<file path="src/sv/assert_macros.svh">
// ----------------------------------------------------------------------------
// Assertion macros
// Clocked checks shared by the dehaze restore modules.
// ----------------------------------------------------------------------------
`ifndef ASSERT_MACROS_SVH
`define ASSERT_MACROS_SVH

// Check a property at every rising edge outside reset
`define ASSERT_ALWAYS(label, clk, rst, prop, msg) \
  label: assert property (@(posedge clk) disable iff (rst) (prop)) \
    else $error(msg);

// Check that a condition never holds outside reset
`define ASSERT_NEVER(label, clk, rst, cond, msg) \
  label: assert property (@(posedge clk) disable iff (rst) !(cond)) \
    else $error(msg);

`endif

</file>
<file path="src/sv/dph_pkg.sv">
// ----------------------------------------------------------------------------
// dph_pkg
// Shared types and constants of the dehaze pixel restore block.
// ----------------------------------------------------------------------------
`default_nettype none

package dph_pkg;

  localparam int PIX_W       = 8;
  localparam int TRANS_W     = 13;
  localparam int CFG_IDX_W   = 3;
  localparam int CFG_DATA_W  = 13;
  localparam int GAMMA_DEPTH = 256;
  localparam int COL_W       = 6;
  localparam int SUM_W       = 12;
  localparam int STEP_LIMIT  = 20;
  localparam int SUM_LIMIT   = 30;

  localparam logic [COL_W-1:0]   COUNT_MAX = 6'd63;
  localparam logic [PIX_W-1:0]   AIR_RST   = 8'd255;
  localparam logic [TRANS_W-1:0] FLOOR_RST = 13'd410;
  localparam logic [TRANS_W-1:0] THR_RST   = 13'd1638;

  // Request kinds carried in tuser
  localparam logic REQ_PIXEL = 1'b0;
  localparam logic REQ_TABLE = 1'b1;

  // Configuration register indexes
  typedef enum logic [CFG_IDX_W-1:0] {
    CFG_AIR0      = 3'd0,
    CFG_AIR1      = 3'd1,
    CFG_AIR2      = 3'd2,
    CFG_FLOOR     = 3'd3,
    CFG_POST_EN   = 3'd4,
    CFG_THRESHOLD = 3'd5
  } cfg_idx_t;

  // Source of an output pixel
  typedef enum logic [1:0] {
    SRC_PX    = 2'd0,
    SRC_HEAD  = 2'd1,
    SRC_FLUSH = 2'd2
  } emit_src_t;

  // Controller to datapath commands
  typedef struct packed {
    logic      load;
    logic      gam_wr;
    logic [2:0] rd_ch;
    logic [2:0] cap_ch;
    logic      shift;
    logic      db1;
    logic      db2;
    logic      db3;
    logic      db4;
    logic      emit;
    logic      last;
    emit_src_t src;
    logic      pend_dec;
  } cmd_t;

  // Datapath to controller status
  typedef struct packed {
    logic div_done;
    logic post_en;
    logic pend_zero;
    logic pend_one;
    logic pend_full;
    logic col_test;
    logic out_free;
  } sts_t;

endpackage

`default_nettype wire

</file>
<file path="src/sv/dph_ctrl.sv">
// ----------------------------------------------------------------------------
// dph_ctrl
// Controller: sequences division, gamma lookup, window update, debanding
// and result emission for one request at a time.
// ----------------------------------------------------------------------------
`default_nettype none
`include "assert_macros.svh"

module dph_ctrl import dph_pkg::*; (
  input  wire logic clk,
  input  wire logic rst,
  input  wire logic s_tvalid,
  output logic      s_tready,
  input  wire logic req,
  input  wire logic eor,
  input  wire sts_t sts,
  output cmd_t      cmd
);

  typedef enum logic [14:0] {
    ST_IDLE  = 15'h0001,
    ST_DIV   = 15'h0002,
    ST_RD0   = 15'h0004,
    ST_RD1   = 15'h0008,
    ST_RD2   = 15'h0010,
    ST_RD3   = 15'h0020,
    ST_PX    = 15'h0040,
    ST_FLUSH = 15'h0080,
    ST_SHIFT = 15'h0100,
    ST_DB1   = 15'h0200,
    ST_DB2   = 15'h0400,
    ST_DB3   = 15'h0800,
    ST_DB4   = 15'h1000,
    ST_CHK   = 15'h2000,
    ST_HEAD  = 15'h4000
  } state_t;

  state_t state;
  state_t state_next;
  logic   row_end;

  // State register and row end flag of the request
  always_ff @(posedge clk) begin
    if (rst) begin
      state <= ST_IDLE;
    end else begin
      state <= state_next;
    end
  end

  always_ff @(posedge clk) begin
    if (s_tvalid && s_tready) begin
      row_end <= eor;
    end
  end

  // Next state and commands
  always_comb begin
    state_next = state;
    cmd        = '0;
    s_tready   = (state == ST_IDLE);
    unique case (state)
      ST_IDLE: begin
        if (s_tvalid) begin
          if (req == REQ_TABLE) begin
            cmd.gam_wr = 1'b1;
          end else begin
            cmd.load   = 1'b1;
            state_next = ST_DIV;
          end
        end
      end
      ST_DIV: begin
        if (sts.div_done) begin
          state_next = ST_RD0;
        end
      end
      ST_RD0: begin
        cmd.rd_ch  = 3'b001;
        state_next = ST_RD1;
      end
      ST_RD1: begin
        cmd.rd_ch  = 3'b010;
        cmd.cap_ch = 3'b001;
        state_next = ST_RD2;
      end
      ST_RD2: begin
        cmd.rd_ch  = 3'b100;
        cmd.cap_ch = 3'b010;
        state_next = ST_RD3;
      end
      ST_RD3: begin
        cmd.cap_ch = 3'b100;
        if (sts.post_en) begin
          state_next = ST_SHIFT;
        end else if (sts.pend_zero) begin
          state_next = ST_PX;
        end else begin
          state_next = ST_FLUSH;
        end
      end
      ST_PX: begin
        if (sts.out_free) begin
          cmd.emit   = 1'b1;
          cmd.src    = SRC_PX;
          cmd.last   = 1'b1;
          state_next = ST_IDLE;
        end
      end
      ST_FLUSH: begin
        if (sts.out_free) begin
          cmd.emit     = 1'b1;
          cmd.src      = SRC_FLUSH;
          cmd.pend_dec = 1'b1;
          cmd.last     = sts.pend_one && sts.post_en;
          if (sts.pend_one) begin
            state_next = sts.post_en ? ST_IDLE : ST_PX;
          end
        end
      end
      ST_SHIFT: begin
        cmd.shift  = 1'b1;
        state_next = sts.col_test ? ST_DB1 : ST_CHK;
      end
      ST_DB1: begin
        cmd.db1    = 1'b1;
        state_next = ST_DB2;
      end
      ST_DB2: begin
        cmd.db2    = 1'b1;
        state_next = ST_DB3;
      end
      ST_DB3: begin
        cmd.db3    = 1'b1;
        state_next = ST_DB4;
      end
      ST_DB4: begin
        cmd.db4    = 1'b1;
        state_next = ST_CHK;
      end
      ST_CHK: begin
        if (sts.pend_full) begin
          state_next = ST_HEAD;
        end else if (row_end) begin
          state_next = ST_FLUSH;
        end else begin
          state_next = ST_IDLE;
        end
      end
      ST_HEAD: begin
        if (sts.out_free) begin
          cmd.emit     = 1'b1;
          cmd.src      = SRC_HEAD;
          cmd.pend_dec = 1'b1;
          cmd.last     = !row_end;
          state_next   = row_end ? ST_FLUSH : ST_IDLE;
        end
      end
      default: begin
        state_next = ST_IDLE;
      end
    endcase
  end

  `ASSERT_ALWAYS(a_emit_free, clk, rst, cmd.emit |-> sts.out_free, "emit into a full output")
  `ASSERT_ALWAYS(a_table_idle, clk, rst, (s_tvalid && s_tready && req == REQ_TABLE) |=> (state == ST_IDLE), "table write left idle")
  `ASSERT_NEVER(a_rd_busy, clk, rst, (cmd.rd_ch != 3'b000) && !sts.div_done, "lookup before division ends")

endmodule

`default_nettype wire

</file>
<file path="config.mk">
export PLATFORM = sky130hd
export DESIGN_NAME = dph_ctrl
export DESIGN_NICKNAME = d
export VERILOG_FILES = /design/src/sv/dph_pkg.sv /design/src/sv/dph_ctrl.sv
export VERILOG_INCLUDE_DIRS = /design/src /design/src/sv
export SDC_FILE = /design/constraint.sdc
export NUM_CORES = 1
export LEC_CHECK = 0
export ABC_AREA = 1
export BUFFER_PORTS_ARGS = -buffer_cell sky130_fd_sc_hd__buf_2
export CAP_MARGIN = 20
export CORE_MARGIN = 2
export CORE_UTILIZATION = 50
export DETAILED_ROUTE_END_ITERATION = 8
export PLACE_DENSITY = 0.83
export SYNTH_ARGS = -nofsm -noshare
export SYNTH_HDL_FRONTEND = slang
export SYNTH_SLANG_ARGS = --single-unit
</file>
<file path="constraint.sdc">
create_clock -name clk -period 1.55 [get_ports clk]
set_clock_uncertainty 0.05 [all_clocks]
set_input_delay 0.155 -clock clk [delete_from_list [all_inputs] [get_ports clk]]
set_output_delay 0.155 -clock clk [all_outputs]
set_load 0.1 [all_outputs]
</file>
==> flow_summary.ini, run 1 <==
[logic_synthesis]
synthesis.area_mm2 = 0.001135
ys_ff_latch = 16
seq_area_frac_synth_pct = 29.11
post_synth_num_cell_types = 21
ys.warnings.count = 0
syn_avg_cell_area_um2 = 5.820
synth_cells = 195
synthesis.nets = 207

[floorplan]
die_w_um = 51.64
die_height_um = 51.64
initial_core_util_pct = 52.31
core.rowCount = 17
ios = 31

[placement]
portBuffers = 30
dpl-instance-area_mm2 = 0.001924
gp_congestion = 0.9024
place_hpwl_um = 3148
post-place-cells = 281

[cts]
postCtsHoldBufs = 1
numCtsBuffers = 3
root_buffer = clkbuf_4
cts.htree.levels = 1
ctsResizeCount = 52
clockBufferDepth = 2
cts.sinks = 16
postCtsSetupRepairBufs = 10

[status]
first-error = [ERROR DPL-0038] Utilization greater than 100%, impossible to legalize
status = did not finish
stop_stage = clock tree synthesis
[cells by family after synthesis]
| logic type | after synthesis | share of synthesized area, % |
|---|---|---|
| AOI/OAI and AO/OA | 17 | 8.049 |
| DFF | 16 | 29.11 |
| buffers and inverters | 43 | 15.54 |
| and+or+nand+nor | 119 | 47.30 |
[synthesized netlist by cell type, drive strengths merged]
library cell / number / area share [%]
or2: 1 / 0.55
inv: 40 / 13
nand2: 49 / 18
nand3b: 1 / 0.66
nor2: 50 / 20
dfxtp: 15 / 26
buf: 2 / 2.0
nor3: 2 / 0.88
a21oi: 8 / 3.9
nand4: 1 / 0.55
nand3: 14 / 6.2
nor3b: 1 / 0.66
o211ai: 1 / 0.66
o21ai: 8 / 3.5
clkbuf: 1 / 0.33
edfxtp: 1 / 2.6
[through the flow]
step                      setup WS (ns)  setup TNS (ns)  util, %  hold WS [ns]
after detailed placement        -0.2006          -1.436    88.70        0.2831
after floorplan                 -0.7798          -3.610        -        0.1744
after global placement         -0.07610         -0.4142    88.70        0.2825
==> run 2, diff against run 1 <==
--- a/config.mk
+++ b/config.mk
@@ -9,10 +9,10 @@
 export ABC_AREA = 1
 export BUFFER_PORTS_ARGS = -buffer_cell sky130_fd_sc_hd__buf_2
 export CAP_MARGIN = 20
-export CORE_MARGIN = 2
-export CORE_UTILIZATION = 50
+export CORE_AREA = 2 2 63 65
 export DETAILED_ROUTE_END_ITERATION = 8
-export PLACE_DENSITY = 0.83
+export DIE_AREA = 0 0 65 67
+export PLACE_DENSITY_LB_ADDON = 0.15
 export SYNTH_ARGS = -nofsm -noshare
 export SYNTH_HDL_FRONTEND = slang
 export SYNTH_SLANG_ARGS = --single-unit
==> run 2 against run 1 <==
Compared with the run above: the flow now finishes, with violations (negative setup slack); synthesized cell count unchanged; synthesized area unchanged.
==> flow_summary.ini, run 2 <==
[status]
status = finished, violations left
violations = negative setup slack

[setup_path]
path_max_fanout = 3
max_stage_delay_ns = 0.37
cp_cell_sequence = inv_1 -> nor2_1 -> nand2_1 -> nor2_2 -> nand2_2 -> nand2_2 -> inv_2 -> nand2_1 -> nand2_2 -> clkinvlp_4 -> nand2_2 -> clkinvlp_4 -> buf_12
endpoint_kind = output pin
critPathSlowestCell = dfxtp_2
startpoint_type = register
cpMostUsedCell = nand2_2
required_ns = 1.34
reg2reg_depth = 15
critPathKind = reg2out
arrival_ns = 1.78

[placement]
portBuffers = 30
gp_congestion = 0.8179
post-place-cells = 303
place_hpwl_um = 2546

[logic_synthesis]
synth-edff-count = 1
synth_common_cells = nand2_1 (42), inv_1 (40), nor2_1 (40), dfxtp_1 (15), nand3_1 (14)
yosysTopAreaCell = dfxtp_1
synth_cells = 195
synth_flop_cell = dfxtp_1
syn_avg_cell_area_um2 = 5.820
synthesis.nets = 207
async_reset_ff_share_pct = 0
synth_area_leaders = dfxtp_1 (26%), nand2_1 (14%), inv_1 (13%)
post_synth_num_cell_types = 21
yosys.area.top_type_share_pct = 26.46
ys_ff_latch = 16
ys.warnings.count = 0
seq_area_frac_synth_pct = 29.11
synth.most_common_cell = nand2_1
synthesis.area_mm2 = 0.001135

[timing]
final-hold-violation-count = 0
fin_crit_sh_pct = 128.0
fin_ws_ns = -0.4337
rsz0062_at_grt = true
period_minus_slack_ns = 1.984
timing.fmax_ghz = 0.5041
finalSetupTns_ns = -6.626
timing.slew.headroom_pct = 80.93
setup_viol = 25
maxSlewViolCount = 0
worst_slew_pin_slew_ns = 0.2860

[floorplan]
ios = 31
core_mm2 = 0.003606
dieArea_mm2 = 0.004355
die_w_um = 65
die_height_um = 67
core.rowCount = 22
initial_core_util_pct = 31.47

[finish]
largestRegisters = state (15), row_end (1)
multi_input_area_um2 = 833.3
regArea_um2 = 351.6
fin_cells = 322
final_cell_mix = buf_4 (38), nand2_1 (29), nor2_1 (24), inv_1 (24), buf_12 (20)
final_net_count = 287
layout-drive-gt1-share_pct = 59.12
antenna_cells = 0
area_growth_pct = 106.4
final_common_cell = buf_4
largest_reg_flops = 15
nFillCells = 296
regMostFlops = state

[cts]
tritoncts = yes
cts.sinks = 16
clockBufferDepth = 2
postCtsHoldBufs = 0
insertion_delay_ns = 0.26
numCtsBuffers = 3
cts.htree.levels = 1
path_clk_slew_ns = 0.07
root_buffer = clkbuf_8

[worst_hold_path]
hold_path_depth = 1
min_path_type = in2reg

[global_route]
grt_use_total_pct = 17.13
grt_pass1_vias = 1303
grt_pass1_wl_um = 5554
antenna_found_initial = 0
grt_max_degree = 14
grt.overflow.total = 0

[detailed_routing]
viasPerCell = 4.457
dr.first_iter.drc_count = 52
wl_um = 3515
ant_nets = 0
via_count = 1435
wl_per_cell_um = 10.92
drc = 0
drtPass1Iterations = 4

[pwr]
power.density_mw_per_mm2 = 798.8
leakagePower_nw = 1.085
ir_drop_mv = 1.554

[run]
drv_cap = 0
[run 2: cell counts after synthesis]
Identical to the previous run, type by type.
[run 2: critical path, delay by kind of cell (launching register included)]
family	cells	cell delay, ns
simple gates	8	0.70
flops	1	0.37
buf+inv	5	0.44
[run 2: report_power, final]
part | switching, mW | total [mW] | internal (mW)
combinational | 0.598 | 1.05 | 0.451
sequential | 0.0292 | 0.479 | 0.449
clock | 0.160 | 0.344 | 0.183
total | 0.788 | 1.87 | 1.08
[run 2: final timing paths]
kind               end  startpoint  slack, ns
min reg2reg  state[14]   state[14]       0.44
max reg2reg   state[0]    state[9]      -0.32
min            row_end         eor       0.02
max             cmd[2]    state[7]      -0.43
[run 2: metal layers]
| metal | share of wire [%] | track usage [%] | routed length, um | vias to the layer above |
|---|---|---|---|---|
| li1 | - | - | - | 746 |
| met1 | 39 | 19.47 | 1372 | 652 |
| met2 | 55 | 30.41 | 1918 | 30 |
| met3 | 4.3 | 3.716 | 150 | 7 |
| met4 | 2.1 | 7.979 | 74 | 0 |
| met5 | 0 | 0 | 0 | - |
[run 2: cell type report]
class | instances | share of cell area, %
multi-input cells | 136 | 35.58
clock buffers | 4 | 1.923
flip-flops and latches | 16 | 15.01
well taps | 48 | 2.564
inverters | 40 | 8.654
repair buffers | 78 | 36.27
[run 2: what timing repair did]
action                     CTS  global route
cloned                       0             0
pin swaps                   15            11
gates resized for setup     43            19
buffers inserted            10             6
setup endpoints to repair   24            26
[run 2: metrics by stage]
| stage | setup slack (ns) | cell area (um^2) | util (%) | power [mW] | hold slack, ns |
|---|---|---|---|---|---|
| floorplan | -0.7798 | 1247 | - | 0.9998 | 0.1744 |
| global placement | -0.1350 | 1964 | 54.48 | 1.338 | 0.2842 |
| detailed placement | -0.1605 | 1964 | 54.48 | 1.340 | 0.2840 |
| CTS | -0.3847 | 2245 | 62.25 | 1.828 | 0.007350 |
| global route | -0.5349 | 2342 | 64.95 | 1.976 | 0.01252 |
| finish | -0.4337 | 2342 | 64.95 | 1.871 | 0.01666 |
[run 2: cell families (layout without fill, tap and decap cells)]
kind of cell / count (synthesis) / in the layout / synth area share (%)
AO/OA/AOI/OAI: 17 / 17 / 8.049
buffers and inverters: 43 / 122 / 15.54
flip-flops: 16 / 16 / 29.11
AND/OR/NAND/NOR: 119 / 119 / 47.30
Note: power is estimated with default switching activity, not from simulation.
